<file path="config.mk">
export PLATFORM = sky130hd
export DESIGN_NAME = lpcg_front_flat
export DESIGN_NICKNAME = d
export VERILOG_FILES = /design/src/hdl/lpcg_pkg.sv /design/src/hdl/lpcg_in_if.sv /design/src/hdl/lpcg_front.sv /design/src/flat_wrapper.sv
export SDC_FILE = /design/constraint.sdc
export NUM_CORES = 1
export LEC_CHECK = 0
export CAP_MARGIN = 10
export CORE_MARGIN = 2
export CORE_UTILIZATION = 25
export CTS_BUF_LIST = sky130_fd_sc_hd__clkbuf_4 sky130_fd_sc_hd__clkbuf_8
export CTS_CLUSTER_SIZE = 16
export DETAILED_ROUTE_END_ITERATION = 7
export DONT_BUFFER_PORTS = 1
export RECOVER_POWER = 25
export SYNTH_ARGS = -nofsm -noshare
export SYNTH_HDL_FRONTEND = slang
export SYNTH_SLANG_ARGS = --single-unit
</file>
<file path="constraint.sdc">
create_clock -name clk -period 6 [get_ports clk]
set_input_delay 0.6 -clock clk [delete_from_list [all_inputs] [get_ports clk]]
set_output_delay 0.6 -clock clk [all_outputs]
set_load 0.05 [all_outputs]
</file>
<file path="src/hdl/lpcg_pkg.sv">
// ----------------------------------------------------------------------------
// lpcg_pkg: shared types and constants of the lidar polar-to-Cartesian gate
// Field widths, register indexes, reset values, the CORDIC arctangent table
// and the record that is handed along the rotation cells.
// ----------------------------------------------------------------------------
package lpcg_pkg;

	localparam int RangeW    = 16;
	localparam int BeamW     = 9;
	localparam int AngW      = 16;
	localparam int CfgDataW  = 16;
	localparam int CfgIdxW   = 8;
	localparam int CoordW    = 17;
	localparam int Stages    = 16;
	localparam int VecW      = 33;
	localparam int ZW        = 32;
	localparam int ExtraBits = 14;
	localparam int OutMax    = 65535;
	localparam int OutMin    = -65536;

	// Reciprocal of the CORDIC gain, scaled by 2^16.
	localparam logic [RangeW-1:0] GainInv = 16'd39797;

	// Shifts the angle by an eighth of a turn before the quadrant is taken.
	localparam logic [AngW-1:0] EighthTurn = 16'h2000;

	// Register indexes of the configuration port.
	localparam logic [CfgIdxW-1:0] RegStartAngle = 8'd0;
	localparam logic [CfgIdxW-1:0] RegAngleStep  = 8'd1;
	localparam logic [CfgIdxW-1:0] RegNearLimit  = 8'd2;
	localparam logic [CfgIdxW-1:0] RegFarLimit   = 8'd3;

	localparam logic [CfgDataW-1:0] StartAngleRst = 16'd0;
	localparam logic [CfgDataW-1:0] AngleStepRst  = 16'd182;
	localparam logic [CfgDataW-1:0] NearLimitRst  = 16'd410;
	localparam logic [CfgDataW-1:0] FarLimitRst   = 16'd3277;

	// Quadrant codes.
	localparam logic [1:0] QuadFirst  = 2'd0;
	localparam logic [1:0] QuadSecond = 2'd1;
	localparam logic [1:0] QuadThird  = 2'd2;
	localparam logic [1:0] QuadFourth = 2'd3;

	// atan(2^-i) with 2^32 units per turn.
	localparam logic [ZW-1:0] AtanTab [Stages] = '{
		32'h20000000, 32'h12E4051D, 32'h09FB385B, 32'h051111D4,
		32'h028B0D43, 32'h0145D7E1, 32'h00A2F61E, 32'h00517C55,
		32'h0028BE53, 32'h00145F2E, 32'h000A2F98, 32'h000517CC,
		32'h00028BE6, 32'h000145F3, 32'h0000A2F9, 32'h0000517C
	};

	typedef logic signed [VecW-1:0] vec_t;
	typedef logic signed [ZW-1:0]   ang_acc_t;

	typedef struct packed {
		logic [CfgDataW-1:0] start_angle;
		logic [CfgDataW-1:0] angle_step;
		logic [CfgDataW-1:0] near_limit;
		logic [CfgDataW-1:0] far_limit;
	} lpcg_cfg_t;

	// One item in flight through the rotation chain.
	typedef struct packed {
		logic             vld;
		vec_t             x;
		vec_t             y;
		ang_acc_t         z;
		logic [1:0]       quad;
		logic [BeamW-1:0] beam;
	} lpcg_rot_t;

endpackage

</file>
<file path="src/hdl/lpcg_in_if.sv">
// ----------------------------------------------------------------------------
// lpcg_in_if: range sample channel
// Carries one range sample and its beam index per transfer.
// ----------------------------------------------------------------------------
interface lpcg_in_if;
	import lpcg_pkg::*;

	logic              valid;
	logic              ready;
	logic [RangeW-1:0] range_sample;
	logic [BeamW-1:0]  beam_index;

	modport source (output valid, range_sample, beam_index, input ready);
	modport sink (input valid, range_sample, beam_index, output ready);
endinterface

</file>
<file path="src/hdl/lpcg_front.sv">
// ----------------------------------------------------------------------------
// lpcg_front: beam angle, range window and CORDIC start vector
// Two pipeline stages: the first gates the sample and forms the beam angle,
// the second splits off the quadrant and scales the range by the inverse gain.
// ----------------------------------------------------------------------------
module lpcg_front #(
	parameter int BEAMS = 360
) (
	input  logic                clk,
	input  logic                arst_n,
	input  lpcg_pkg::lpcg_cfg_t cfg_regs,
	lpcg_in_if.sink             sample,
	input  logic                ready_i,
	output lpcg_pkg::lpcg_rot_t rot_o
);
	import lpcg_pkg::*;

	localparam int BeamCmpW = 13;
	localparam logic [BeamCmpW-1:0] BeamLimit = BeamCmpW'(BEAMS);

	logic                      vld_s1;
	logic [RangeW-1:0]         range_s1;
	logic [BeamW-1:0]          beam_s1;
	logic [AngW-1:0]           ang_s1;
	lpcg_rot_t                 rot_s2;

	logic                      rdy_s1;
	logic                      rdy_s2;
	logic                      acc;
	logic                      pass;
	logic [AngW+BeamW-1:0]     step_prod;
	logic [AngW-1:0]           ang_next;
	logic [AngW-1:0]           t_ang;
	logic [2*RangeW-1:0]       scaled;

	assign rdy_s2       = !rot_s2.vld || ready_i;
	assign rdy_s1       = !vld_s1 || rdy_s2;
	assign sample.ready = rdy_s1;
	assign acc          = sample.valid && rdy_s1;

	assign pass = ({{(BeamCmpW-BeamW){1'b0}}, sample.beam_index} < BeamLimit)
		&& (sample.range_sample >= cfg_regs.near_limit)
		&& (sample.range_sample <= cfg_regs.far_limit);

	assign step_prod = cfg_regs.angle_step * sample.beam_index;
	assign ang_next  = cfg_regs.start_angle + step_prod[AngW-1:0];

	always_ff @(posedge clk or negedge arst_n) begin
		if (!arst_n) begin
			vld_s1 <= 1'b0;
		end else if (rdy_s1) begin
			vld_s1 <= sample.valid && pass;
		end
	end

	always_ff @(posedge clk) begin
		if (acc) begin
			range_s1 <= sample.range_sample;
			beam_s1  <= sample.beam_index;
			ang_s1   <= ang_next;
		end
	end

	assign t_ang  = ang_s1 + EighthTurn;
	assign scaled = range_s1 * GainInv;

	// The residual angle is the low 14 bits less an eighth turn, in 2^32 units.
	always_ff @(posedge clk or negedge arst_n) begin
		if (!arst_n) begin
			rot_s2 <= '0;
		end else if (rdy_s2) begin
			rot_s2.vld <= vld_s1;
			if (vld_s1) begin
				rot_s2.x    <= signed'(VecW'(scaled[2*RangeW-1:2]));
				rot_s2.y    <= '0;
				rot_s2.z    <= {{3{~t_ang[13]}}, t_ang[12:0], 16'b0};
				rot_s2.quad <= t_ang[AngW-1:AngW-2];
				rot_s2.beam <= beam_s1;
			end
		end
	end

	assign rot_o = rot_s2;

`ifndef SYNTHESIS
	a_reject_drops: assert property (@(posedge clk) disable iff (!arst_n)
		acc && !pass |=> !vld_s1)
		else $error("rejected sample entered the pipeline");
	a_pass_enters: assert property (@(posedge clk) disable iff (!arst_n)
		acc && pass |=> vld_s1 && beam_s1 == $past(sample.beam_index))
		else $error("accepted sample lost at first stage");
	a_s1_holds: assert property (@(posedge clk) disable iff (!arst_n)
		vld_s1 && !rdy_s2 |=> vld_s1 && $stable(ang_s1))
		else $error("first stage changed while stalled");
	a_s2_holds: assert property (@(posedge clk) disable iff (!arst_n)
		rot_s2.vld && !ready_i |=> rot_s2.vld && $stable(rot_s2.z))
		else $error("second stage changed while stalled");
`endif
endmodule

</file>
<file path="src/flat_wrapper.sv">
// flat-port wrapper written by rule: the top's interface ports become plain ports
module lpcg_front_flat import lpcg_pkg::*;
#(
	parameter int BEAMS = 360
)
  (clk, arst_n, cfg_regs, ready_i, rot_o, sample_valid, sample_range_sample, sample_beam_index, sample_ready);
  lpcg_in_if sample_i ();
  input  logic clk;
  input  logic arst_n;
  input  lpcg_pkg::lpcg_cfg_t cfg_regs;
  input  logic ready_i;
  output lpcg_pkg::lpcg_rot_t rot_o;
  input wire logic [$bits(sample_i.valid)-1:0] sample_valid;
  input wire logic [$bits(sample_i.range_sample)-1:0] sample_range_sample;
  input wire logic [$bits(sample_i.beam_index)-1:0] sample_beam_index;
  output wire logic [$bits(sample_i.ready)-1:0] sample_ready;
  assign sample_i.valid = sample_valid;
  assign sample_i.range_sample = sample_range_sample;
  assign sample_i.beam_index = sample_beam_index;
  assign sample_ready = sample_i.ready;
  lpcg_front #(.BEAMS(BEAMS)) u_core (.clk(clk), .arst_n(arst_n), .cfg_regs(cfg_regs), .sample(sample_i), .ready_i(ready_i), .rot_o(rot_o));
endmodule
</file>
* Word level (Yosys, flattened, before mapping)
Index checks and enable logic that the tools add are counted.
** Word-level totals
- Output and inout port bits :: 111
- Register bits after elaboration :: 98
- Input bits :: 93
- Word-level logic and storage cells :: 26
** Cells by class
- Order comparisons :: 3
- Add/subtract/negate cells :: 2
- Bitwise gates (word level) :: 1
- Reductions and logical operators :: 9
- Multipliers :: 2
** Operators with widths (number)
- $mul A16 B16 Y32 const B :: 1
- $add A16 B14 Y16 const B :: 1
- $add A16 B16 Y16 :: 1
- $ge A16 B16 Y1 :: 1
- $le A16 B16 Y1 :: 1
- $mul A16 B9 Y16 :: 1
- $lt A9 B9 Y1 const B :: 1
- $logic_and A1 B1 Y1 :: 4
- $logic_not A1 Y1 :: 2
- $logic_or A1 B1 Y1 :: 2
- $reduce_and A2 Y1 :: 1
- $not A1 Y1 :: 1

* Longest topological paths before layout
- Word-level depth :: 4
- Depth in mapped cells :: 21
- Mapped depth without buffers :: 21

* Worst setup path after synthesis
OpenSTA, ideal clock, no wires.
- Path kind :: reg-to-reg
- Start :: register u_core.range_s1[10]
- End :: register u_core.rot_s2 (netlist bit u_core.rot_o[104])
- Data required time :: 5.918 ns
- Cell stages (with the launch flop) :: 20
- Setup time :: 0.082 ns
- Slack :: 0.303 ns
- Arrival :: 5.615 ns
- Clock period less this slack :: 5.697 ns
- Path buffers :: 0
- Path through :: edfxtp_1 > inv_1 > fa_1 > fa_1 > inv_1 > fa_1 > fa_1 > fa_1 > inv_1 > fa_1 > inv_1 > ha_1 > nand2_1 > o41ai_1 > a31oi_1 > o211ai_2 > a311oi_1 > o21a_1 > or3_1 > a31oi_1
** On the way
- Cells in the longest elaborated chain, start to end :: 1
** Ends and longest elaborated chain
- from (decl) :: line lpcg_front.sv:22 : logic [RangeW-1:0] range_s1;
- from (signal assigned) :: line lpcg_front.sv:58 : range_s1 <= sample.range_sample;
- $mul A16 B16 Y32 :: line lpcg_front.sv:65 : assign scaled = range_s1 * GainInv;
- to (decl) :: line lpcg_front.sv:25 : lpcg_rot_t rot_s2;
No other way between the ends.
A chain may end at the register's enable or synchronous reset.

* Worst setup path in the final report
- Start :: register u_core.range_s1[9]
- End :: register u_core.rot_s2 (netlist bit u_core.rot_o[104])
Same word-level chain as after synthesis.

==> results by group <==
Drt
  – Post-detailed-route via-to-cell ratio: 4.160
  – Pre-antenna DRT Iters: 4
  – Remaining antenna violation count after routing: 0
  – Total Wirelength: 32.62 mm
  – Post-route DRC violation count: 0
  – Drt wl/cell: 15.70 µm
  – Overall via count from detail_route: 8,641
  – Number of violations reported at the end of detailed-routing iteration 0: 283

Placed design
  – Global placer's final weighted congestion: 0.8410
  – DPL Wire Length: 27.99 mm
  – DP Cell Count: 2,053
  – Number of buffer cells added on primary ports: 0

Floorplan
  – Width of the die: 233.2 µm
  – Total number of placement rows: 84
  – Vertical extent of the die: 233.2 µm
  – Total die area: 54,390 µm²
  – Top-level port count: 204
  – CORE AREA: 52,240 µm²
  – Initial Utilization: 25.15%

Global routing
  – Initial antenna violation count: 1
  – Global-route track usage on met2: 20.87%
  – Total grt overflow: 0
  – Via count of the first global-routing pass: 9,423
  – First-pass GRT wire length: 51.32 mm
  – Fraction of met1 tracks used by global routing: 15.99%
  – Total routing usage reported by global routing: 12.36%
  – Met3 global-route usage: 2.930%
  – Maximum number of pins on one net before global-route repair: 81
  – Most congested layer reported by global routing: met2

Logic synthesis
  – Sequential cell area fraction in the yosys report: 20.23%
  – Most used flip-flop cell after synthesis: dfrtp_1
  – Post-Synthesis Cell Area: 13,140 µm²
  – Async set or reset register ratio after synthesis: 58.16%
  – Area share of the leading cell type in the synthesized netlist: 27.59%
  – Cell type with the largest total area after synthesis: fa_1
  – Average cell area after synthesis: 9.595 µm²
  – Synth warn: 0
  – Yosys cell types: 53
  – Gate count of the mapped netlist: 1,369
  – EDFF count, synth: 41
  – Total of flip-flops plus latches after synthesis: 98
  – Top cells by area in the synthesized netlist: fa_1 28%, ha_1 18%, dfrtp_1 11%, edfxtp_1 9.4%, inv_1 8.8%

Outcome
  – Status: complete, but fails checks
  – Failing checks: capacitance limit, slew limit

Layout
  – Final net count: 1,846
  – Fraction of layout cells with a size suffix above 1: 5.472%
  – Top library cells by usage in the layout, fill and taps aside: 301 x inv_1, 188 x nand2_1, 184 x ha_1
  – Synthesis-to-layout area growth: 8.344%
  – Most frequent standard cell in the layout excluding fill and tap cells: inv_1
  – Filler cell count: 5,481
  – Diode count: 0
  – Final std cells w/o fill: 2,077

Timing
  – Worst setup skew after layout: 0.01732 ns
  – Post-route clock period utilization: 96.82%
  – Headroom to the max-slew limit: -125.3%
  – Slew of the pin with the lowest slew margin: 3.379 ns
  – Time the final worst path needs with I/O delays and setup: 5.809 ns
  – Final count of negative-setup-slack endpoints: 0
  – Final-report max-slew violation count: 58
  – Setup repair after global routing missed its margin: true
  – Final number of hold-violating endpoints: 0
  – Max Freq: 0.1721 GHz

Setup path
  – Req. time, crit path: 6.36 ns
  – Worst-path fanout max: 5
  – Worst EP arrival: 6.16 ns
  – Crit path kind: reg2reg
  – Crit start category: flop
  – Crit end category: flop

Flow run
  – Total of max-cap violations: 1

Clock network
  – Root buffer selected by CTS: clkbuf_8
  – Clock buffers created by TritonCTS: 9
  – CTS tree: yes
  – Sink count of the clock tree: 98
  – Number of H-tree levels: 3
  – Worst-case clock buffer depth: 2
  – Clock Pin Slew Worst Setup and Hold Paths: 0.12 ns
  – Source-to-sink clock delay at the later pin of the worst-skew pair: 0.43 ns

Hold path
  – Type of the tightest min-delay check: in2reg
-- metrics by stage --
stage | util (%) | area, µm² | worst slack [ns] | setup TNS, ns | hold slack [ns]
after floorplan | - | 13330 | 0.3029 | 0 | 0.3044
after global placement | 26.56 | 13870 | 0.1949 | 0 | 0.3084
after detailed placement | 26.56 | 13870 | -0.006234 | -0.006234 | 0.3086
after CTS | 27.05 | 14130 | 0.006006 | 0 | 0.2120
after global routing | 27.24 | 14230 | -0.01883 | -0.02554 | 0.2174
final | 27.24 | 14230 | 0.1908 | 0 | 0.2710
-- timing repair --
item | in CTS | in global routing
endpoints found under the setup margin | 0 | 9
setup buffers | 0 | 6
endpoints found under the hold margin | 57 | 0
gates resized for setup | 0 | 22
hold buffers | 2 | 0
-- synth_stat cells (6+ instances only) --
cell type  number
and2_1         50
fa_1          181
a21oi_1        38
nand2b_1        6
ha_1          188
o21a_1          9
xnor2_1        34
clkbuf_1       25
inv_1         308
dfrtp_1        57
xor2_1         14
nand4_1         6
o21ai_0        44
edfxtp_1       41
buf_4          54
a21o_1         19
o21bai_1        8
nor2_1         25
a211oi_1        6
nand2_1       189
nor3_1         11
-- state kept, by name, summed over array words and instances, names as in the netlist --
register         flops
u_core.range_s1     16
u_core.vld_s1        1
u_core.ang_s1       16
u_core.rot_o        56
u_core.beam_s1       9
-- cell families (layout without fill, tap and decap cells) --
group | after synthesis | after routing | share of synthesized area (%)
buf+inv | 387 | 356 | 12.60
fa+ha+maj | 369 | 369 | 45.49
simple gates | 310 | 310 | 10.73
compound gates | 155 | 155 | 7.640
flops | 98 | 98 | 20.23
xor+xnor | 48 | 48 | 3.201
other cells | 1 | 52 | 0.02855
mux | 1 | 1 | 0.07621
-- critical path: stages, from the launching register on --
cell      delay, ns
edfxtp_1       0.41
inv_2          0.13
fa_1           0.45
fa_1           0.52
inv_1          0.06
fa_1           0.54
fa_1           0.45
fa_1           0.55
inv_1          0.05
fa_1           0.53
inv_1          0.04
ha_2           0.36
nand2_1        0.11
nor3_2         0.24
a31oi_2        0.16
o211ai_2       0.26
a311oi_2       0.16
o21a_1         0.21
or3_1          0.33
a31oi_1        0.17
-- layout make-up --
class | instances | area, µm² | share of cell area (%)
Inverter | 308 | 1156 | 8.124
Clock buffer | 9 | 123.9 | 0.8704
Timing Repair Buffer | 32 | 239.0 | 1.679
Sequential cell | 98 | 2658 | 18.67
Tap cell | 688 | 860.8 | 6.049
Multi-Input combinational cell | 935 | 9097 | 63.93
Clock inverter | 7 | 96.34 | 0.6770
-- layer usage --
layer | wire [µm] | vias up
met5 | 0 | -
met4 | 355 | 0
met3 | 1695 | 19
met2 | 15510 | 163
met1 | 15050 | 4265
li1 | - | 4194
-- worst paths after layout --
path / cells past startpoint / start / endpoint / slack (ns)
max: 19 / u_core.range_s1[9]$_DFFE_PP_ / u_core.rot_o[104]$_DFFE_PN0P_ / 0.19
min: 0 / sample_range_sample[1] / u_core.range_s1[1]$_DFFE_PP_ / 0.27
max reg2reg: 19 / u_core.range_s1[9]$_DFFE_PP_ / u_core.rot_o[104]$_DFFE_PN0P_ / 0.19
min reg2reg: 2 / u_core.ang_s1[7]$_DFFE_PP_ / u_core.rot_o[34]$_DFFE_PN0P_ / 0.43
max in group asynchronous: 2 / arst_n / u_core.rot_o[109]$_DFFE_PN0P_ / 2.21
min in group asynchronous: 2 / arst_n / u_core.rot_o[34]$_DFFE_PN0P_ / 1.88
Power is not shown: default switching activity piles up to over one toggle a cycle in this logic, so the estimate is an artifact.
