$ cat src/hdl/lpcg_pkg.sv
// ----------------------------------------------------------------------------
// lpcg_pkg: shared types and constants of the lidar polar-to-Cartesian gate
// Field widths, register indexes, reset values, the CORDIC arctangent table
// and the record that is handed along the rotation cells.
// ----------------------------------------------------------------------------
package lpcg_pkg;

	localparam int RangeW    = 16;
	localparam int BeamW     = 9;
	localparam int AngW      = 16;
	localparam int CfgDataW  = 16;
	localparam int CfgIdxW   = 8;
	localparam int CoordW    = 17;
	localparam int Stages    = 16;
	localparam int VecW      = 33;
	localparam int ZW        = 32;
	localparam int ExtraBits = 14;
	localparam int OutMax    = 65535;
	localparam int OutMin    = -65536;

	// Reciprocal of the CORDIC gain, scaled by 2^16.
	localparam logic [RangeW-1:0] GainInv = 16'd39797;

	// Shifts the angle by an eighth of a turn before the quadrant is taken.
	localparam logic [AngW-1:0] EighthTurn = 16'h2000;

	// Register indexes of the configuration port.
	localparam logic [CfgIdxW-1:0] RegStartAngle = 8'd0;
	localparam logic [CfgIdxW-1:0] RegAngleStep  = 8'd1;
	localparam logic [CfgIdxW-1:0] RegNearLimit  = 8'd2;
	localparam logic [CfgIdxW-1:0] RegFarLimit   = 8'd3;

	localparam logic [CfgDataW-1:0] StartAngleRst = 16'd0;
	localparam logic [CfgDataW-1:0] AngleStepRst  = 16'd182;
	localparam logic [CfgDataW-1:0] NearLimitRst  = 16'd410;
	localparam logic [CfgDataW-1:0] FarLimitRst   = 16'd3277;

	// Quadrant codes.
	localparam logic [1:0] QuadFirst  = 2'd0;
	localparam logic [1:0] QuadSecond = 2'd1;
	localparam logic [1:0] QuadThird  = 2'd2;
	localparam logic [1:0] QuadFourth = 2'd3;

	// atan(2^-i) with 2^32 units per turn.
	localparam logic [ZW-1:0] AtanTab [Stages] = '{
		32'h20000000, 32'h12E4051D, 32'h09FB385B, 32'h051111D4,
		32'h028B0D43, 32'h0145D7E1, 32'h00A2F61E, 32'h00517C55,
		32'h0028BE53, 32'h00145F2E, 32'h000A2F98, 32'h000517CC,
		32'h00028BE6, 32'h000145F3, 32'h0000A2F9, 32'h0000517C
	};

	typedef logic signed [VecW-1:0] vec_t;
	typedef logic signed [ZW-1:0]   ang_acc_t;

	typedef struct packed {
		logic [CfgDataW-1:0] start_angle;
		logic [CfgDataW-1:0] angle_step;
		logic [CfgDataW-1:0] near_limit;
		logic [CfgDataW-1:0] far_limit;
	} lpcg_cfg_t;

	// One item in flight through the rotation chain.
	typedef struct packed {
		logic             vld;
		vec_t             x;
		vec_t             y;
		ang_acc_t         z;
		logic [1:0]       quad;
		logic [BeamW-1:0] beam;
	} lpcg_rot_t;

endpackage

$ cat src/hdl/lpcg_out_if.sv
// ----------------------------------------------------------------------------
// lpcg_out_if: Cartesian point channel
// Carries one gated point per transfer.
// ----------------------------------------------------------------------------
interface lpcg_out_if;
	import lpcg_pkg::*;

	logic                     valid;
	logic                     ready;
	logic signed [CoordW-1:0] point_x;
	logic signed [CoordW-1:0] point_y;
	logic [BeamW-1:0]         point_beam;

	modport source (output valid, point_x, point_y, point_beam, input ready);
	modport sink (input valid, point_x, point_y, point_beam, output ready);
endinterface

$ cat src/hdl/lpcg_back.sv
// ----------------------------------------------------------------------------
// lpcg_back: quadrant rotation, rounding, saturation and output register
// Maps the rotated vector into its quadrant and drops the extra fraction bits.
// ----------------------------------------------------------------------------
module lpcg_back (
	input  logic                clk,
	input  logic                arst_n,
	input  lpcg_pkg::lpcg_rot_t rot_i,
	output logic                ready_o,
	lpcg_out_if.source          point
);
	import lpcg_pkg::*;

	localparam int RW = VecW + 2 - ExtraBits;
	localparam logic signed [RW-1:0] SatHi = RW'(OutMax);
	localparam logic signed [RW-1:0] SatLo = RW'(OutMin);
	localparam logic signed [VecW+1:0] RoundHalf = (VecW+2)'(1 << (ExtraBits - 1));

	function automatic logic signed [CoordW-1:0] round_sat(input logic signed [VecW:0] v);
		logic signed [VecW+1:0] s;
		logic signed [RW-1:0]   r;
		s = {v[VecW], v} + RoundHalf;
		r = signed'(s[VecW+1:ExtraBits]);
		if (r > SatHi) begin
			r = SatHi;
		end else if (r < SatLo) begin
			r = SatLo;
		end
		return r[CoordW-1:0];
	endfunction

	logic                     vld_q;
	logic signed [CoordW-1:0] x_q;
	logic signed [CoordW-1:0] y_q;
	logic [BeamW-1:0]         beam_q;
	logic signed [VecW:0]     xe;
	logic signed [VecW:0]     ye;
	logic signed [VecW:0]     fx;
	logic signed [VecW:0]     fy;

	assign xe = {rot_i.x[VecW-1], rot_i.x};
	assign ye = {rot_i.y[VecW-1], rot_i.y};

	always_comb begin
		unique case (rot_i.quad)
			QuadFirst: begin
				fx = xe;
				fy = ye;
			end
			QuadSecond: begin
				fx = -ye;
				fy = xe;
			end
			QuadThird: begin
				fx = -xe;
				fy = -ye;
			end
			QuadFourth: begin
				fx = ye;
				fy = -xe;
			end
			default: begin
				fx = xe;
				fy = ye;
			end
		endcase
	end

	assign ready_o = !vld_q || point.ready;

	always_ff @(posedge clk or negedge arst_n) begin
		if (!arst_n) begin
			vld_q <= 1'b0;
		end else if (ready_o) begin
			vld_q <= rot_i.vld;
		end
	end

	always_ff @(posedge clk) begin
		if (ready_o && rot_i.vld) begin
			x_q    <= round_sat(fx);
			y_q    <= round_sat(fy);
			beam_q <= rot_i.beam;
		end
	end

	assign point.valid      = vld_q;
	assign point.point_x    = x_q;
	assign point.point_y    = y_q;
	assign point.point_beam = beam_q;
endmodule
$ cat src/flat_wrapper.sv
// flat-port wrapper written by rule: the top's interface ports become plain ports
module lpcg_back_flat import lpcg_pkg::*;
  (clk, arst_n, rot_i, ready_o, point_valid, point_point_x, point_point_y, point_point_beam, point_ready);
  lpcg_out_if point_i ();
  input  logic clk;
  input  logic arst_n;
  input  lpcg_pkg::lpcg_rot_t rot_i;
  output logic ready_o;
  output wire logic [$bits(point_i.valid)-1:0] point_valid;
  output wire logic [$bits(point_i.point_x)-1:0] point_point_x;
  output wire logic [$bits(point_i.point_y)-1:0] point_point_y;
  output wire logic [$bits(point_i.point_beam)-1:0] point_point_beam;
  input wire logic [$bits(point_i.ready)-1:0] point_ready;
  assign point_valid = point_i.valid;
  assign point_point_x = point_i.point_x;
  assign point_point_y = point_i.point_y;
  assign point_point_beam = point_i.point_beam;
  assign point_i.ready = point_ready;
  lpcg_back u_core (.clk(clk), .arst_n(arst_n), .rot_i(rot_i), .ready_o(ready_o), .point(point_i));
endmodule
$ cat config.mk
export PLATFORM = sky130hd
export DESIGN_NAME = lpcg_back_flat
export DESIGN_NICKNAME = d
export VERILOG_FILES = /design/src/hdl/lpcg_pkg.sv /design/src/hdl/lpcg_out_if.sv /design/src/hdl/lpcg_back.sv /design/src/flat_wrapper.sv
export SDC_FILE = /design/constraint.sdc
export NUM_CORES = 1
export LEC_CHECK = 0
export ABC_CLOCK_PERIOD_IN_PS = 1800
export BUFFER_PORTS_ARGS = -buffer_cell sky130_fd_sc_hd__buf_2
export CAP_MARGIN = 40
export CORE_ASPECT_RATIO = 0.9
export CORE_MARGIN = 2
export CORE_UTILIZATION = 34
export DETAILED_ROUTE_END_ITERATION = 7
export GPL_TIMING_DRIVEN = 0
export PLACE_DENSITY_LB_ADDON = 0.1
export SLEW_MARGIN = 20
export SYNTH_ARGS = -nofsm -noshare
export SYNTH_HDL_FRONTEND = slang
export SYNTH_SLANG_ARGS = --single-unit
$ cat constraint.sdc
create_clock -name clk -period 1.8 [get_ports clk]
set_clock_uncertainty 0.05 [all_clocks]
set_input_delay 0.18 -clock clk [delete_from_list [all_inputs] [get_ports clk]]
set_output_delay 0.18 -clock clk [all_outputs]
set_load 0.01 [all_outputs]
Word-level counts from Yosys, hierarchy flattened

Cells that the tools add are included.

Word-level logic and storage cells: 23
Register bits: 44
Output and inout bits: 45
Input bits: 113

Magnitude comparators: 4
Equality and inequality tests: 3
Reduce and logical (&&, ||, !) cells: 4
Muxes and demuxes: 4
Add/sub/neg operators: 4

Operators by type and width:

| cell                                                            | number |
|---|---|
| one-hot mux 34 bit (4 select lines)                             | 2 |
| adder 34 x 15 -> 35 bit, second input constant                  | 2 |
| negator 33 -> 34 bit                                            | 2 |
| greater-than comparator 21 x 17 -> 1 bit, second input constant | 2 |
| less-than comparator 21 x 17 -> 1 bit, second input constant    | 2 |
| two-way mux 17 bit                                              | 2 |
| == test 2 bit, second input constant                            | 2 |
| == test 2 x 1 -> 1 bit, second input constant                   | 1 |
| zero test 2 bit                                                 | 1 |
| logical AND 1 bit                                               | 1 |
| zero test 1 bit                                                 | 1 |
| logical OR 1 bit                                                | 1 |

Depth between registers and ports, before layout

Depth after elaboration: 5
Gate-level depth with buffers: 17
Depth with buffers taken out: 12

Worst setup path after synthesis

No wires, ideal clock.

Kind: input to register
Start: input port rot_i[85] (netlist bit)
End: register u_core.x_q[6] (netlist: u_core.point.point_x[6]) (data pin)
Path slack: -2.274 ns
Path buffers: 5
Stages: 15
Required time: 1.483 ns
Setup time: 0.267 ns
Arrival: 3.757 ns
Path through: or4_1 -> buf_2 -> or4_4 -> buf_6 -> buf_6 -> buf_6 -> o31ai_1 -> xor2_1 -> mux2_2 -> nor4b_1 -> nand4_2 -> or3_4 -> a31oi_4 -> buf_6 -> o21ai_2

Cells in the longest elaborated chain, start to end: 5
Elaborated cells on any way between the ends: 6
Classes of those cells: add/sub (2); order compare (2); mux (2)

RTL lines:

| item                                  | line              | text |
|---|---|---|
| start, declared                       | flat_wrapper.sv:7 | `input lpcg_pkg::lpcg_rot_t rot_i;` |
| negator 33 -> 34 bit                  | lpcg_back.sv:55   | `fx = -xe;` |
| one-hot mux 34 bit (4 select lines) * | lpcg_back.sv:45   | `unique case (rot_i.quad)` |
| adder 34 x 15 -> 35 bit *             | lpcg_back.sv:22   | `s = {v[VecW], v} + RoundHalf;` |
| less-than comparator 21 x 17 -> 1 bit | lpcg_back.sv:26   | `end else if (r < SatLo) begin` |
| two-way mux 17 bit                    | lpcg_back.sv:26   |  |
| end signal, assigned                  | lpcg_back.sv:81   | `x_q <= round_sat(fx);` |
| end, declared                         | lpcg_back.sv:33   | `logic signed [CoordW-1:0] x_q;` |

Every way passes the cells marked *; elsewhere a longest branch is shown, timed or not.
A chain may end at the register's enable or synchronous reset.

Worst setup path in the final report

Start: input port rot_i[85] (netlist bit)
End: register u_core.y_q[14] (netlist: u_core.point.point_y[14]) (data pin)

Cells in the longest elaborated chain, start to end: 5
Elaborated cells on any way between the ends: 6
Classes of those cells: add/sub (2); order compare (2); mux (2)

RTL lines:

| item                                  | line            | text |
|---|---|---|
| negator 33 -> 34 bit                  | lpcg_back.sv:60 | `fy = -xe;` |
| one-hot mux 34 bit (4 select lines) * | lpcg_back.sv:45 |  |
| adder 34 x 15 -> 35 bit *             | lpcg_back.sv:22 |  |
| less-than comparator 21 x 17 -> 1 bit | lpcg_back.sv:26 |  |
| two-way mux 17 bit                    | lpcg_back.sv:26 |  |
| end signal, assigned                  | lpcg_back.sv:82 | `y_q <= round_sat(fy);` |
| end, declared                         | lpcg_back.sv:34 | `logic signed [CoordW-1:0] y_q;` |

Marks and branches as above.

==> flow_summary.toml <==
[grt]
antenna_found_initial = 0
grtUsageMet2_pct = 40.0
grt_pass1_vias = 5499
use_met3_pct = 3.10
grt_pass1_wl_mm = 30.2
overflow = 0
grt_start_max_net_pins = 27
grtUsageTotal_pct = 24.1
grt_busiest_layer = "met2"
use_met1_pct = 32.3

[sta]
hold_viol_final = 0
min_period_ps = 3790
max_freq_mhz = 264
fin_crit_sh_pct = 211
slew_headroom_pct = 51.3
finalSetupViolCount = 34
holdWs_ps = 5.75
fin_ws_ps = -1990
maxSlewViolCount = 0
rsz0062_at_grt = "true"
worst_slew_pin_slew_ps = 728

[yosys]
ys_types = 86
syn_area_um2 = 5110
async_flop_share_pct = 2.27
ys.warnings.count = 0
ys.flop_type = "edfxtp_1"
seq_area_frac_synth_pct = 25.8
syn_inst = 610
syn_nets = 725
synth_seq_cells = 44
synth_edf_count = 43
syn_avg_cell_area_um2 = 8.38

[cells_and_area]
finalNonFillerCells = 975
ff_latch_area_um2 = 1320
final_core_util_pct = 48.1
fin_nets = 891
drive_gt1_share_pct = 39.9
multi_input_area_um2 = 3920
fill_cells = 1473
n_antenna_cell = 0
area_growth_pct = 38.5

[hold_path]
min_to = "u_core.point.point_beam[0]$_DFFE_PP_"
worstHoldStart = "rot_i[0]"
min-delay-path-class = "in -> reg"
whs_path_depth = 1

[worst_setup_path]
r2r_setup_slack_ps = 260
reg2regPathDepth = 3
rr_endpoint = "u_core.point.point_y[10]$_SDFFCE_PN1P_"
path_max_fanout = 8
critPathKind = "in -> reg"
crit_path_start_kind = "primary input"
arrival_ps = 3780
required_ps = 1790
r2r-start = "u_core.point.valid$_DFFE_PN0N_"
cp-end-kind = "flip-flop"

[clocking]
clock_sinks = 44
cts_htree_levels = 2
clkTransAtPathRegs_ps = 60
cts_tree = "yes"
cts_buffers = 5
insertion_delay_ps = 290
clockBufferDepth = 2
clock-root-buffer = "clkbuf_16"

[route]
drt-wirelength-per-cell_um = 20.5
drc = 0
ant_nets = 0
wirelength_mm = 20.0
vias = 5838
firstDrtPassIters = 5
routed_via_density = 5.99
dr.first_iter.drc_count = 470

[floorplanning]
io_pins = 158
rows = 42
core-area_um2 = 14700
start_util_pct = 34.7
die_h_um = 120
dieArea_um2 = 16000
fp.dieW_um = 133

[place]
gp_congestion = 0.935
place_ws_ps = -3970
dp_hpwl_mm = 14.8
post-place-cells = 922
io_buffer_count = 112

[power]
p_clk_share_pct = 26.7
p_int_mw = 2.59
power_leakage_nw = 2.56
p_switching_mw = 1.37
p_total_mw = 3.96
power_frac_seq_pct = 32.0
cellPowerDensity_nw_per_um2 = 559
ir_drop_mv = 0.349
swShare_pct = 34.6
comb_power_share_pct = 41.3

[run]
max-cap-violations = 0

[run_status]
violations = "setup timing"
status = "finished with violations"
## cell type report
type / instances / area share [%]
plain buffers: 49 / 4.74
clock buffers: 5 / 1.77
clock inverters: 3 / 0.601
inverters: 11 / 0.583
multi-input cells: 501 / 55.4
flip-flops and latches: 44 / 18.6
well taps: 198 / 3.50
repair buffers: 164 / 14.8
## flip-flops by register name, indices dropped and copies added, names as in the netlist
name,count
u_core.point.point_beam,9
u_core.point.valid,1
u_core.point.point_x,17
u_core.point.point_y,17
## worst max-delay path, cell delays in order
cell and delay, ps:
buf_2 90, or4_4 600, or4_4 490, buf_12 180
buf_12 130, o211ai_1 200, o311ai_2 150, a311oi_2 410
nand3_4 210, nor4_4 370, mux2i_2 340, o2bb2ai_4 190
buf_4 160, o21ai_0 70
## cell usage after synthesis, types with 3 or more instances
library cell  count  share of area (%)
a211oi_1          4               0.59
a21oi_1          14                1.4
a221o_1           3               0.59
a221oi_1          3               0.51
a31o_2            3               0.51
a31oi_1           7               0.86
a32oi_1           8                1.4
and2_1            3               0.37
and4_1            3               0.51
buf_1             7               0.51
buf_2            10               0.98
buf_6             4               0.88
clkbuf_1         32                2.4
edfxtp_1         43                 25
inv_1            10               0.73
mux2_2            8                1.8
mux2i_1          13                2.5
mux4_2            5                2.2
nand2_1          52                3.8
nand2b_1         10                1.2
nand3_1          18                1.8
nand4_1           9                1.1
nor2_1           50                3.7
nor2b_1           3               0.37
nor3_1           23                2.3
nor3b_1           3               0.44
nor4_1           16                2.0
nor4_2            3               0.73
nor4_4            3                1.2
o211ai_1         10                1.5
o21a_1            3               0.44
o21ai_0          48                4.7
o21ai_1           3               0.29
o21ai_2          11                1.9
o22ai_1           6               0.73
o311ai_0          4               0.69
o31ai_1          12                1.8
o41ai_1           7                1.2
or2_2             7               0.86
or3_1            10                1.2
or4_1            10                1.5
xnor2_1          40                6.9
xor2_1           14                2.4
## how the worst max path moves through the flow
stage | start | end | slack [ps] | cells after the start
floorplan | rot_i[85] | u_core.point.point_y[0]$_SDFFCE_PN1P_ | -2190 | 14
global placement | rot_i[9] | u_core.point.point_y[15]$_SDFFCE_PN1P_ | -3830 | 17
detailed placement | rot_i[9] | u_core.point.point_y[10]$_SDFFCE_PN1P_ | -3970 | 17
CTS | rot_i[76] | u_core.point.point_y[10]$_SDFFCE_PN1P_ | -2010 | 13
global route | rot_i[85] | u_core.point.point_y[11]$_SDFFCE_PN1P_ | -2150 | 15
finish | rot_i[85] | u_core.point.point_y[14]$_SDFFCE_PN1P_ | -1990 | 14
## per-layer routing
| metal | vias to the layer above | wire length, um | part of all wire (%) |
|---|---|---|---|
| li1 | 2710 | - | - |
| met2 | 273 | 9240 | 46 |
| met4 | 0 | 569 | 2.8 |
| met3 | 39 | 1160 | 5.8 |
| met5 | - | 0 | 0 |
| met1 | 2816 | 9020 | 45 |
## power groups by stage
stage,Sequential [mW],Clock (mW),Combinational (mW)
after floorplan,1.34,0,0.863
after global placement,1.29,0,1.35
after detailed placement,1.29,0,1.37
after CTS,1.27,1.07,1.48
after global routing,1.27,1.11,1.76
final,1.27,1.06,1.63
## metrics by stage
step	area (um2)	TNS, ps
floorplan	5220	-70230
global placement	6030	-110810
detailed placement	6060	-113080
CTS	6670	-65940
global route	7080	-69050
finish	7080	-65190
## placed cells by master (no fill, tap or decap), drive strengths merged, types with 18 or more instances in the layout
cell type / n
clkbuf: 34
buf: 183
xnor2: 40
nand3: 18
nor2: 50
nor3: 24
nor4: 22
nand2: 52
edfxtp: 43
o21ai: 62
## cells by family (layout without fill, tap and decap cells)
family                     after synthesis  count (layout)  share of synthesized area [%]
xor gates and xnor gates                54              54                           9.26
and+or+nand+nor                        239             239                           26.3
DFF                                     44              44                           25.8
adders and majority gates                2               2                          0.490
buffers and inverters                   65             232                           5.68
AOI/OAI and AO/OA                      180             180                           26.0
muxes                                   26              26                           6.51
## repair_timing
item                                   CTS  global route
gates cloned                             3             1
resized for setup                       65            62
setup endpoints to repair               34            34
pin swaps                               19            19
buffers inserted                        24            19
hold buffers                             1             0
endpoints found under the hold margin    1             0
(Power assumes the default switching activity.)
