File: config.mk
export PLATFORM = sky130hd
export DESIGN_NAME = lpcg_cell
export DESIGN_NICKNAME = d
export VERILOG_FILES = /design/src/hdl/lpcg_pkg.sv /design/src/hdl/lpcg_cell.sv
export SDC_FILE = /design/constraint.sdc
export NUM_CORES = 1
export LEC_CHECK = 0
export BUFFER_PORTS_ARGS = -buffer_cell sky130_fd_sc_hd__buf_2
export CELL_PAD_IN_SITES_DETAIL_PLACEMENT = 0
export CELL_PAD_IN_SITES_GLOBAL_PLACEMENT = 1
export CORE_MARGIN = 2
export CORE_UTILIZATION = 43
export DETAILED_ROUTE_END_ITERATION = 7
export MAX_ROUTING_LAYER = met4
export PLACE_DENSITY_LB_ADDON = 0.1
export RECOVER_POWER = 25
export SYNTH_ARGS = -nofsm -noshare
export SYNTH_HDL_FRONTEND = slang
export SYNTH_SLANG_ARGS = --single-unit
File: constraint.sdc
create_clock -name clk -period 2.8 [get_ports clk]
set_clock_uncertainty 0.2 [all_clocks]
set_input_delay 0.28 -clock clk [delete_from_list [all_inputs] [get_ports clk]]
set_output_delay 0.28 -clock clk [all_outputs]
set_load 0.02 [all_outputs]
File: src/hdl/lpcg_pkg.sv
// ----------------------------------------------------------------------------
// lpcg_pkg: shared types and constants of the lidar polar-to-Cartesian gate
// Field widths, register indexes, reset values, the CORDIC arctangent table
// and the record that is handed along the rotation cells.
// ----------------------------------------------------------------------------
package lpcg_pkg;

	localparam int RangeW    = 16;
	localparam int BeamW     = 9;
	localparam int AngW      = 16;
	localparam int CfgDataW  = 16;
	localparam int CfgIdxW   = 8;
	localparam int CoordW    = 17;
	localparam int Stages    = 16;
	localparam int VecW      = 33;
	localparam int ZW        = 32;
	localparam int ExtraBits = 14;
	localparam int OutMax    = 65535;
	localparam int OutMin    = -65536;

	// Reciprocal of the CORDIC gain, scaled by 2^16.
	localparam logic [RangeW-1:0] GainInv = 16'd39797;

	// Shifts the angle by an eighth of a turn before the quadrant is taken.
	localparam logic [AngW-1:0] EighthTurn = 16'h2000;

	// Register indexes of the configuration port.
	localparam logic [CfgIdxW-1:0] RegStartAngle = 8'd0;
	localparam logic [CfgIdxW-1:0] RegAngleStep  = 8'd1;
	localparam logic [CfgIdxW-1:0] RegNearLimit  = 8'd2;
	localparam logic [CfgIdxW-1:0] RegFarLimit   = 8'd3;

	localparam logic [CfgDataW-1:0] StartAngleRst = 16'd0;
	localparam logic [CfgDataW-1:0] AngleStepRst  = 16'd182;
	localparam logic [CfgDataW-1:0] NearLimitRst  = 16'd410;
	localparam logic [CfgDataW-1:0] FarLimitRst   = 16'd3277;

	// Quadrant codes.
	localparam logic [1:0] QuadFirst  = 2'd0;
	localparam logic [1:0] QuadSecond = 2'd1;
	localparam logic [1:0] QuadThird  = 2'd2;
	localparam logic [1:0] QuadFourth = 2'd3;

	// atan(2^-i) with 2^32 units per turn.
	localparam logic [ZW-1:0] AtanTab [Stages] = '{
		32'h20000000, 32'h12E4051D, 32'h09FB385B, 32'h051111D4,
		32'h028B0D43, 32'h0145D7E1, 32'h00A2F61E, 32'h00517C55,
		32'h0028BE53, 32'h00145F2E, 32'h000A2F98, 32'h000517CC,
		32'h00028BE6, 32'h000145F3, 32'h0000A2F9, 32'h0000517C
	};

	typedef logic signed [VecW-1:0] vec_t;
	typedef logic signed [ZW-1:0]   ang_acc_t;

	typedef struct packed {
		logic [CfgDataW-1:0] start_angle;
		logic [CfgDataW-1:0] angle_step;
		logic [CfgDataW-1:0] near_limit;
		logic [CfgDataW-1:0] far_limit;
	} lpcg_cfg_t;

	// One item in flight through the rotation chain.
	typedef struct packed {
		logic             vld;
		vec_t             x;
		vec_t             y;
		ang_acc_t         z;
		logic [1:0]       quad;
		logic [BeamW-1:0] beam;
	} lpcg_rot_t;

endpackage

File: src/hdl/lpcg_cell.sv
// ----------------------------------------------------------------------------
// lpcg_cell: one CORDIC rotation cell
// Rotates the vector by the fixed angle atan(2^-STAGE) towards zero residual.
// ----------------------------------------------------------------------------
module lpcg_cell #(
	parameter int STAGE = 0
) (
	input  logic                clk,
	input  logic                arst_n,
	input  lpcg_pkg::lpcg_rot_t rot_i,
	output logic                ready_o,
	input  logic                ready_i,
	output lpcg_pkg::lpcg_rot_t rot_o
);
	import lpcg_pkg::*;

	localparam ang_acc_t Step = signed'(AtanTab[STAGE]);

	lpcg_rot_t rot_q;
	vec_t      xi;
	vec_t      yi;
	ang_acc_t  zi;
	vec_t      dx;
	vec_t      dy;

	assign xi = rot_i.x;
	assign yi = rot_i.y;
	assign zi = rot_i.z;
	assign dx = yi >>> STAGE;
	assign dy = xi >>> STAGE;

	assign ready_o = !rot_q.vld || ready_i;

	always_ff @(posedge clk or negedge arst_n) begin
		if (!arst_n) begin
			rot_q <= '0;
		end else if (ready_o) begin
			rot_q.vld <= rot_i.vld;
			if (rot_i.vld) begin
				if (!zi[ZW-1]) begin
					rot_q.x <= xi - dx;
					rot_q.y <= yi + dy;
					rot_q.z <= zi - Step;
				end else begin
					rot_q.x <= xi + dx;
					rot_q.y <= yi - dy;
					rot_q.z <= zi + Step;
				end
				rot_q.quad <= rot_i.quad;
				rot_q.beam <= rot_i.beam;
			end
		end
	end

	assign rot_o = rot_q;
endmodule

Word level (Yosys, flattened, before mapping):

Cells that the tools add are included.

* input bits: 113
* logic and storage cells: 15
* output and inout port bits: 111
* register bits after elaboration: 110

* muxes and demuxes: 1
* reduce and logical (&&, ||, !) cells: 3
* add/sub/neg operators: 5

Operators by type and width (count)
* $mux 98: 1
* $sub 33x33->33: 2
* $add 33x33->33: 1
* $add 32x31->32 const B: 1
* $sub 32x31->32 const B: 1
* $reduce_and 2->1: 1
* $logic_not 1->1: 1
* $logic_or 1x1->1: 1

Depth between registers and ports, before layout:

Gate-level depths: netlist of the first run.

* depth after elaboration: 3
* gate-level depth with buffers: 13
* depth with buffers taken out: 12

Worst setup path before layout of the first run:

Ideal clock, no wire load.

* path type: in2reg
* start: in rot_i[49] (netlist bit)
* end: reg rot_q, in the netlist rot_o[72]
* setup time: 69 ps
* stages on the path: 12
* data required time: 2531 ps
* arrival: 2788 ps
* path buffers: 1
* slack: -256 ps
* cell sequence: inv_1 > ha_1 > buf_4 > and2b_1 > or4_4 > a31oi_4 > a21oi_2 > or3b_1 > a31oi_2 > o21ai_2 > or4b_1 > nand3_1

* longest elaborated chain between the ends: 2
* elaborated cells between the ends (all ways): 3
* those cells by class: 2 x add/sub; 1 x mux

Ends and longest elaborated chain
* from (decl): RTL line lpcg_cell.sv:10 `input lpcg_pkg::lpcg_rot_t rot_i,`
* $add 33x33->33 / $sub 33x33->33 (equally long branches): RTL line lpcg_cell.sv:42, lpcg_cell.sv:46
* $mux 98 *: RTL line lpcg_cell.sv:40 `if (!zi[ZW-1]) begin`
* to (decl): RTL line lpcg_cell.sv:19 `lpcg_rot_t rot_q;`

Mark *: on every way between the ends. The rest lies on a longest branch, timed or not.
A chain may end at the register's enable or synchronous reset.

Worst setup path after layout of the first run:

* start: in rot_i[44] (netlist bit)
* end: reg rot_q, in the netlist rot_o[70]

The elaborated chain is that of the path after synthesis.

==> metrics.md, run 1 <==
| Metric | Value |
|---|---|
| DP Wirelength | `30900 microns` |
| Cell depth of the worst flop-to-flop path | `6` |
| Initial Util | `43.9%` |
| Vias in the first global route | `10.9k` |
| Worst Slack Setup Final | `0.0352 ns` |
| WP data required | `2.86 ns` |
| Gate Count Post-Synth | `1316` |
| #FFs+latches synth | `109` |
| Overall Power | `0.00684 W` |
| Register-to-register setup slack | `0.79 ns` |
| HP Start | `rot_i[41]` |
| Max Slew Vio Count | `0` |
| Root Driver | `clkbuf_16` |
| Die area | `24400 sq um` |
| Overflow after GRT | `0` |
| DRC | `0` |
| Cell area after synthesis | `9970 sq um` |
| Synth warn | `0` |
| DR iter-0 viols | `867` |
| Max reg flops | `109` |
| Worst slew pin tran | `1.02 ns` |
| CP Cell Sequence | `clkbuf_4 > inv_2 > ha_4 > nand2b_1 > a221oi_1 > or4b_4 > a21oi_4 > or3b_4 > a31oi_4 > buf_4 > o41a_2 > a21oi_2 > nand2_1` |
| Crit Path Category | `in2reg` |
| CP arrival | `2.82 ns` |
| Distinct cells, synth | `81` |
| CP endpoint kind | `register` |
| Status | `completed` |
| Leakage | `7.50 nW` |
| Period utilization | `98.7%` |
| Post-synth EDFFs | `0` |
| Final setup viols | `0` |
| P_sw | `0.00289 W` |
| Vias per cell | `5.47` |
| Combinational Power Share | `50.2%` |
| Hold Path Sink | `rot_o[41]$_DFFE_PN0P_` |
| Port Buf Inserts | `223` |
| Antenna violation net count after detailed routing | `0` |
| Syn_area_per_cell | `7.57 sq um` |
| Power Dens Cells | `460 nW/um^2` |
| Sw Share | `42.2%` |
| Max Fclk | `362 MHz` |
| Crit path largest cell delay | `0.55 ns` |
| Unrepaired setup endpoints after global routing | `true` |
| Row cnt | `55` |
| Fill count | `2059` |
| H-tree Lvls | `3` |
| Worst Setup SP | `rot_i[44]` |
| Worst-path fanout max | `5` |
| Ys flop type | `dfrtp_1` |
| Min Tclk post-route | `2.76 ns` |
| Worst reg2reg endpoint | `rot_o[106]$_DFFE_PN0P_` |
| Die Wd | `156 microns` |
| Hold Path Depth | `4` |
| Clock group share of total power | `19.9%` |
| Area of the core | `22700 sq um` |
| CP max-delay cell | `or4b_4` |
| Max-cap violations | `0` |
| CTS buffer count | `9` |
| Startpoint types | `primary input` |
| Ys async rst share | `100%` |
| Initial antenna violation count | `0` |
| Number of cells after detailed placement | `2042` |
| Syn nets | `1529` |
| Tightest slew margin relative to the limit | `32.2%` |
| Via count | `11.6k` |
| Sequential share of power | `29.9%` |
| First-pass GRT wire length | `58800 microns` |
| Worst R2R Start | `rot_o[109]$_DFFE_PN0N_` |
| Placed cell areas | `13500 sq um` |
| Sink Count | `109` |
| Seq/Total Area, Yosys | `27.4%` |
| Synth-to-layout area growth | `49.1%` |
| WL/cell | `18.7 microns` |
| GRT Total Usage | `31.7%` |
| Layout cells sized above 1 | `35.4%` |
| Fin util | `65.4%` |
| Die height | `156 microns` |
| Int Pwr | `0.00395 W` |
| Clock input transition at the sequential cells of the worst setup and hold paths | `0.09 ns` |
| Post-route cell area | `14900 sq um` |
| Max rail drop VDD | `0.366 mV` |
| Clk buf depth | `2` |
| RD Place Congestion | `1.02` |
| Antenna diodes | `0` |
| Commonest cells after routing, fill and taps aside | `buf_4 (296), nand2_1 (230), buf_2 (206)` |
| Bufs and invs on worst path | `3` |
| Clk Latency, worst-skew pair | `0.37 ns` |
| Non-filler instance count after layout | `2111` |
| Drt first pass iters | `5` |
| Largest net degree at the start of global routing | `75` |
| CP delay by family, top | `compound AO/OA/AOI/OAI gates` |
| Worst min-delay path category | `in2reg` |
| Ports | `224` |
| CTS tree | `done` |
| Post-place setup slack | `-0.613 ns` |
| Endpoints failing hold | `0` |
| Drt total wl | `39400 microns` |
| Most common cell after layout, fill and taps aside | `buf_4` |
| Nets | `2035` |
-- what timing repair did --
action,4_1_cts,5_1_grt
setup buffers,4,8
hold buffers,43,0
pin swaps,14,39
gates resized for setup,37,104
setup endpoints to repair,21,36
hold endpoints to repair,79,0
-- power groups by stage --
| stage | clock network (W) | registers (W) | logic [W] |
|---|---|---|---|
| 2_1_floorplan | 0 | 0.00243 | 0.00134 |
| 3_3_place_gp | 0 | 0.00207 | 0.00315 |
| 3_5_place_dp | 0 | 0.00208 | 0.00317 |
| 4_1_cts | 0.00137 | 0.00205 | 0.00327 |
| 5_1_grt | 0.00143 | 0.00208 | 0.00370 |
| 6_report | 0.00136 | 0.00205 | 0.00343 |
-- area by class of cell --
cell class	count	area, sq um	area share, %
multi-input combinational	1028	7210	48.5
timing repair buffer	570	3890	26.2
sequential	109	2730	18.4
inverter	104	393	2.64
tap	285	357	2.40
clock buffer	10	239	1.61
clock inverter	5	42.5	0.286
-- routing by layer --
| metal | part of all wire (%) | GRT usage, % |
|---|---|---|
| met5 | 0 | - |
| met2 | 44 | 49.3 |
| met4 | 3.0 | 10.7 |
| met3 | 7.2 | 4.96 |
| met1 | 45 | 42.3 |
-- metrics by stage --
step / hold slack, ns / TNS, ns
after global routing: 0.103 / -0.367
after floorplan: -0.216 / -0.193
after global placement: 0.0979 / -14.29
after detailed placement: 0.100 / -16.19
after CTS: 0.0721 / -0.0132
final: 0.0791 / 0
-- worst max-delay path by stage --
| stage | slack (ns) | end | cells after the start |
|---|---|---|---|
| floorplan | -0.16 | rot_o[72]$_DFFE_PN0P_ | 12 |
| global placement | -0.50 | rot_o[64]$_DFFE_PN0P_ | 12 |
| detailed placement | -0.61 | rot_o[70]$_DFFE_PN0P_ | 12 |
| CTS | -0.01 | rot_o[72]$_DFFE_PN0P_ | 12 |
| global route | -0.10 | rot_o[105]$_DFFE_PN0P_ | 13 |
| finish | 0.04 | rot_o[70]$_DFFE_PN0P_ | 13 |
-- cell usage after synthesis, drive strengths merged (4+ instances only) --
cell     count  area (sq um)
a2111oi      5          50.0
or2          4          25.0
nor2b       16           100
and3         9          56.3
nand2      232           871
xnor2       46           403
nand4        9          56.3
nand3       28           140
xor2         6          52.6
clkinv       4          15.0
mux2i       17           170
a31oi       18           134
nor3        29           145
o31ai        8          60.1
buf         19          86.3
o21ai      114           574
a211oi      13          97.6
o211ai       9          67.6
fa           4          80.1
a211o        4          35.0
ha          96          1200
a21o        28           211
a21oi      101           509
inv        100           375
dfrtp      109          2730
or3          6          37.5
nor2        85           319
nand2b      14          87.6
o21bai      18           135
o31a         9          78.8
clkbuf      56           210
o311ai       5          43.8
a22oi        5          37.5
and2         4          25.0
o21a        18           135
nor4        10          62.6
o41ai        6          60.1
-- tightest hold or removal path, cell delays in order --
cell and delay (ns):
buf_2 0.09, fa_1 0.15, nand2_1 0.04, nand2_1 0.05
-- cells by family (layout without fill, tap and decap cells) --
| logic type | count (synthesis) | count (layout) | share of synthesized area, % |
|---|---|---|---|
| buf+inv | 179 | 689 | 6.89 |
| compound gates | 398 | 398 | 25.9 |
| mux | 19 | 19 | 1.93 |
| flops | 109 | 109 | 27.4 |
| simple gates | 459 | 459 | 20.5 |
| fa+ha+maj | 100 | 100 | 12.9 |
| xor+xnor | 52 | 52 | 4.57 |
No activity file was read; power rests on OpenSTA's default activity.
==> inputs of run 2 (changes only) <==
--- a/config.mk
+++ b/config.mk
@@ -5,7 +5,7 @@
 export SDC_FILE = /design/constraint.sdc
 export NUM_CORES = 1
 export LEC_CHECK = 0
-export BUFFER_PORTS_ARGS = -buffer_cell sky130_fd_sc_hd__buf_2
+export BUFFER_PORTS_ARGS = -buffer_cell sky130_fd_sc_hd__buf_4
 export CELL_PAD_IN_SITES_DETAIL_PLACEMENT = 0
 export CELL_PAD_IN_SITES_GLOBAL_PLACEMENT = 1
 export CORE_MARGIN = 2
==> run 2 against run 1 <==
Net effect: the run now ends with negative setup slack left; worst hold slack lost 0.026 ns; worst setup slack got worse by 0.068 ns; sequential share of layout area decreased by 0.38 points; largest cell class unchanged; largest power group unchanged; highest routed layer unchanged.
==> metrics.md, run 2 (synthesis results as in run 1) <==
| Metric | Value |
|---|---|
| Status | `finished with violations` |
| Failing checks | `negative setup slack` |
| Port Buf Inserts | `223` |
| Max-cap violations | `0` |
| Commonest cells after routing, fill and taps aside | `buf_4 (470), nand2_1 (231), dfrtp_1 (109)` |
| Antenna violation net count after detailed routing | `0` |
| GRT Total Usage | `31.2%` |
| DP Wirelength | `29900 microns` |
| Sink Count | `109` |
| Ports | `224` |
| Die Wd | `156 microns` |
| Sequential share of power | `29.2%` |
| Sw Share | `40.7%` |
| Final setup viols | `3` |
| P_sw | `0.00286 W` |
| Clock input transition at the sequential cells of the worst setup and hold paths | `0.08 ns` |
| Post-place setup slack | `-0.758 ns` |
| Root Driver | `clkbuf_16` |
| Drt first pass iters | `6` |
| Unrepaired setup endpoints after global routing | `true` |
| Row cnt | `55` |
| Synth-to-layout area growth | `52.2%` |
| Crit path largest cell delay | `0.38 ns` |
| Min Tclk post-route | `2.83 ns` |
| Leakage | `7.59 nW` |
| Crit Path Category | `in2reg` |
| Period utilization | `101%` |
| Worst Slack Setup Final | `-0.0325 ns` |
| Endpoints failing hold | `0` |
| DR iter-0 viols | `1037` |
| RD Place Congestion | `0.953` |
| Startpoint types | `primary input` |
| Max Fclk | `353 MHz` |
| Fin Setup TNS | `-0.0549 ns` |
| Via count | `11.4k` |
| Worst min-delay path category | `in2reg` |
| Combinational Power Share | `50.6%` |
| Vias in the first global route | `10.9k` |
| WL/cell | `18.2 microns` |
| Vias per cell | `5.42` |
| Worst-path fanout max | `8` |
| Die area | `24400 sq um` |
| Area of the core | `22700 sq um` |
| CTS buffer count | `9` |
| Area occupied by multi-input gates | `7150 sq um` |
| CTS tree | `done` |
| Most common cell after layout, fill and taps aside | `buf_4` |
| First-pass GRT wire length | `58200 microns` |
| Die height | `156 microns` |
| Initial antenna violation count | `0` |
| Register area | `2730 sq um` |
| Clk Latency, worst-skew pair | `0.37 ns` |
| Largest net degree at the start of global routing | `62` |
| Nets | `2017` |
| Tightest slew margin relative to the limit | `2.04%` |
| CP max-delay cell | `fa_2` |
| CP Cell Sequence | `buf_8 > ha_4 > fa_2 > nor2b_4 > o211ai_1 > nand3_2 > a31oi_4 > buf_12 > o21ai_4 > o21ai_2 > buf_6 > a21oi_4 > or3_1 > a31oi_1` |
| Post-route cell area | `15200 sq um` |
| DRC | `0` |
| CP arrival | `2.92 ns` |
| Initial Util | `43.9%` |
| H-tree Lvls | `3` |
| Overflow after GRT | `0` |
| Max Slew Vio Count | `0` |
| Clock group share of total power | `20.1%` |
| CP endpoint kind | `register` |
| Antenna diodes | `0` |
| WP data required | `2.89 ns` |
| Int Pwr | `0.00417 W` |
| Max rail drop VDD | `0.331 mV` |
| Power Dens Cells | `463 nW/um^2` |
| Drt total wl | `38000 microns` |
| Placed cell areas | `13900 sq um` |
| Worst slew pin tran | `1.47 ns` |
| Layout cells sized above 1 | `33.5%` |
| Max reg flops | `109` |
| Clk buf depth | `2` |
| Fill count | `2022` |
==> run 2: cell types whose count changed in the layout (fill, tap and decap cells not counted), sizes merged <==
| cell | delta |
|---|---|
| buf | -29 |
| inv | +2 |
| clkbuf | +10 |
| clkinv | -3 |
| bufinv | +1 |
| clkinvlp | +1 |
==> run 2: critical path, delay by kind of cell <==
family	cells	cell delay, ns
buf+inv	3	0.40
simple gates	3	0.70
fa+ha+maj	2	0.54
compound gates	6	0.98
==> run 2: layout make-up <==
cell class,count,share of cell area (%)
multi-input cells,1028,47.1
repair buffers,552,28.0
flip-flops and latches,109,18.0
inverters,104,2.59
well taps,285,2.35
clock buffers,9,1.48
clock inverters,6,0.511
==> run 2: power by group through the flow <==
stage	logic [W]	registers (W)	clock network, W
after CTS	0.00346	0.00206	0.00145
after global routing	0.00383	0.00209	0.00151
after detailed placement	0.00334	0.00209	0
after global placement	0.00332	0.00208	0
final	0.00356	0.00206	0.00142
after floorplan	0.00134	0.00243	0
==> run 2: layer usage <==
layer / GRT usage (%) / wire length [microns] / up-vias
met5: - / 0 / -
met4: 10.4 / 1140 / 0
met3: 3.68 / 2670 / 60
met2: 49.5 / 17200 / 465
met1: 41.5 / 17000 / 5279
li1: - / - / 5549
==> run 2: final timing paths <==
kind                                        start                     end  slack, ns  cells after the start
setup / recovery                        rot_i[76]   rot_o[71]$_DFFE_PN0P_      -0.03                     14
hold / removal                          rot_i[76]   rot_o[43]$_DFFE_PN0P_       0.05                      3
setup reg to reg           rot_o[109]$_DFFE_PN0N_  rot_o[106]$_DFFE_PN0P_       0.69                      6
hold reg to reg             rot_o[41]$_DFFE_PN0P_   rot_o[41]$_DFFE_PN0P_       0.28                      2
max in group asynchronous                  arst_n   rot_o[97]$_DFFE_PN0P_       0.82                      3
min in group asynchronous                  arst_n   rot_o[28]$_DFFE_PN0P_       0.60                      2
==> run 2: what timing repair did <==
item	CTS	global route
hold endpoints to repair	94	0
pin swaps	21	29
endpoints found under the setup margin	31	30
resized for setup	41	80
gates cloned	0	0
buffers inserted	6	8
hold buffers	43	0
==> run 2: stage by stage <==
step	power, W	instances	utilization [%]	hold slack (ns)
global placement	0.00540	2021	61.1	0.187
detailed placement	0.00543	2021	61.1	0.199
global route	0.00743	2093	66.8	0.0702
finish	0.00703	2093	66.8	0.0532
floorplan	0.00377	1316	-	-0.216
CTS	0.00697	2085	65.3	0.0685
==> inputs of run 3 (changes only) <==
--- a/config.mk
+++ b/config.mk
@@ -12,8 +12,7 @@
 export CORE_UTILIZATION = 43
 export DETAILED_ROUTE_END_ITERATION = 7
 export MAX_ROUTING_LAYER = met4
-export PLACE_DENSITY_LB_ADDON = 0.1
-export RECOVER_POWER = 25
+export PLACE_DENSITY = 0.95
 export SYNTH_ARGS = -nofsm -noshare
 export SYNTH_HDL_FRONTEND = slang
 export SYNTH_SLANG_ARGS = --single-unit
==> run 3 against run 2 <==
Net effect: the flow finishes with violations (design-rule violations, negative setup slack); clock-buffer cell count unchanged; first-iteration DRC count up 30%; cell count down 1.8%; sequential power about the same; die area unchanged; fmax up 0.96%; register-to-register slack better by 0.06 ns; critical path depth down 3; clock power down 6%; non-clock buffer count down 38; core utilization down 1.2 points; largest cell class unchanged.
==> metrics.md, run 3 (synthesis results as in run 1) <==
| Metric | Value |
|---|---|
| Status | `finished with violations` |
| Failing checks | `design-rule violations, negative setup slack` |
| Max-cap violations | `0` |
| Combinational Power Share | `50.8%` |
| H-tree Lvls | `3` |
| Tightest slew margin relative to the limit | `55.2%` |
| Max rail drop VDD | `0.372 mV` |
| Clock input transition at the sequential cells of the worst setup and hold paths | `0.08 ns` |
| Max reg flops | `109` |
| CTS buffer count | `9` |
| Initial antenna violation count | `0` |
| Commonest cells after routing, fill and taps aside | `buf_4 (465), nand2_1 (231), dfrtp_1 (109)` |
| Vias per cell | `5.64` |
| Sw Share | `41.2%` |
| Unrepaired setup endpoints after global routing | `true` |
| Worst reg2reg endpoint | `rot_o[70]$_DFFE_PN0P_` |
| CTS tree | `done` |
| Hold Path Sink | `rot_o[43]$_DFFE_PN0P_` |
| P_sw | `0.00286 W` |
| Int Pwr | `0.00407 W` |
| Post-route cell area | `14900 sq um` |
| First-pass GRT wire length | `57200 microns` |
| Crit path largest cell delay | `0.46 ns` |
| Largest net degree at the start of global routing | `82` |
| Die height | `156 microns` |
| Crit Path Category | `in2reg` |
| HP Start | `rot_i[76]` |
| Leakage | `7.44 nW` |
| WP data required | `2.91 ns` |
| Clk Latency, worst-skew pair | `0.36 ns` |
| WL/cell | `18.2 microns` |
| Worst-path fanout max | `4` |
| Overflow after GRT | `0` |
| Area occupied by multi-input gates | `7100 sq um` |
| Antenna diodes | `0` |
| Sequential share of power | `30.0%` |
| CP max-delay cell | `or4b_1` |
| Layout cells sized above 1 | `33.0%` |
| Hold Path Depth | `3` |
| Fill count | `1847` |
| Cell depth of the worst flop-to-flop path | `6` |
| Die Wd | `156 microns` |
| Max Fclk | `356 MHz` |
| Startpoint types | `primary input` |
| Antenna violation net count after detailed routing | `0` |
| Worst Setup SP | `rot_i[82]` |
| Synth-to-layout area growth | `49.4%` |
| CP Cell Sequence | `buf_4 > ha_1 > and2b_1 > or4_4 > a31oi_4 > a21oi_4 > or3b_4 > a31oi_4 > o21ai_2 > or4b_1 > nand3_1` |
| Sink Count | `109` |
| Register-to-register setup slack | `0.75 ns` |
| DP Wirelength | `28900 microns` |
| DRC | `2` |
| Die area | `24400 sq um` |
| Clock group share of total power | `19.2%` |
| Most common cell after layout, fill and taps aside | `buf_4` |
| Drt first pass iters | `8` |
| Area of the core | `22700 sq um` |
| Final setup viols | `1` |
| Min Tclk post-route | `2.81 ns` |
| Endpoints failing hold | `0` |
| Max Slew Vio Count | `0` |
| GRT Total Usage | `30.3%` |
| CP arrival | `2.92 ns` |
| Post-place setup slack | `-0.599 ns` |
| Most used cell along the critical path | `a31oi_4` |
| CP endpoint kind | `register` |
| RD Place Congestion | `1.10` |
| Initial Util | `43.9%` |
| DR iter-0 viols | `1349` |
| Root Driver | `clkbuf_16` |
| Worst R2R Start | `rot_o[109]$_DFFE_PN0N_` |
| Placed cell areas | `13600 sq um` |
| Row cnt | `55` |
| Port Buf Inserts | `223` |
| Power Dens Cells | `465 nW/um^2` |
| Worst min-delay path category | `in2reg` |
| Ports | `224` |
| Fin util | `65.6%` |
| Nets | `1979` |
| Via count | `11.6k` |
| Vias in the first global route | `11.1k` |
| Drt total wl | `37400 microns` |
| Worst slew pin tran | `0.665 ns` |
| Register area | `2730 sq um` |
| Period utilization | `100%` |
| Worst Slack Setup Final | `-0.00572 ns` |
| Clk buf depth | `2` |
[run 3: final cells by class]
| class | count | share of cell area, % |
|---|---|---|
| clock inverters | 7 | 0.521 |
| well taps | 285 | 2.39 |
| inverters | 104 | 2.65 |
| multi-input cells | 1028 | 47.6 |
| flip-flops and latches | 109 | 18.3 |
| repair buffers | 514 | 27.0 |
| clock buffers | 9 | 1.51 |
[run 3: through the flow]
stage          total power (W)  setup TNS, ns  hold slack (ns)  instances
2_1_floorplan          0.00377         -0.193           -0.216       1316
3_3_place_gp           0.00529         -12.45           0.0188       1986
3_5_place_dp           0.00535         -14.86           0.0207       1986
4_1_cts                0.00678        -0.0281           0.0257       2047
5_1_grt                0.00728         -0.254           0.0351       2056
6_report               0.00693       -0.00572           0.0251       2056
[run 3: critical path: cells and delay by family]
family          cells  cell delay, ns
compound gates      4            0.63
buf+inv             1            0.11
simple gates        5            1.59
fa+ha+maj           1            0.29
[run 3: repair_timing]
item | in CTS | in global routing
cloned | 0 | 0
resized for setup | 34 | 73
endpoints found under the hold margin | 70 | 0
buffers inserted | 3 | 10
pin swaps | 18 | 38
hold buffers | 43 | 0
setup endpoints to repair | 24 | 34
[run 3: worst max path at each step]
stage | slack [ns] | depth (start not counted) | endpoint
2_1_floorplan | -0.16 | 12 | rot_o[72]$_DFFE_PN0P_
3_3_place_gp | -0.56 | 12 | rot_o[71]$_DFFE_PN0P_
3_5_place_dp | -0.60 | 13 | rot_o[72]$_DFFE_PN0P_
4_1_cts | -0.02 | 14 | rot_o[65]$_DFFE_PN0P_
5_1_grt | -0.05 | 12 | rot_o[105]$_DFFE_PN0P_
6_report | -0.006 | 11 | rot_o[72]$_DFFE_PN0P_
[run 3: per-layer routing]
| layer | share of wire [%] | wire [microns] | track usage, % | vias to the layer above |
|---|---|---|---|---|
| met5 | 0 | 0 | - | - |
| met2 | 45 | 17000 | 47.9 | 615 |
| met4 | 4.0 | 1500 | 11.4 | 0 |
| li1 | - | - | - | 5461 |
| met1 | 41 | 15500 | 38.4 | 5382 |
| met3 | 9.3 | 3480 | 5.93 | 140 |
[run 3: power groups by stage]
stage / Sequential (W) / Combinational, W / Clock, W
after global routing: 0.00211 / 0.00376 / 0.00141
after global placement: 0.00210 / 0.00319 / 0
final: 0.00208 / 0.00352 / 0.00133
after detailed placement: 0.00211 / 0.00324 / 0
after floorplan: 0.00243 / 0.00134 / 0
after CTS: 0.00208 / 0.00335 / 0.00135
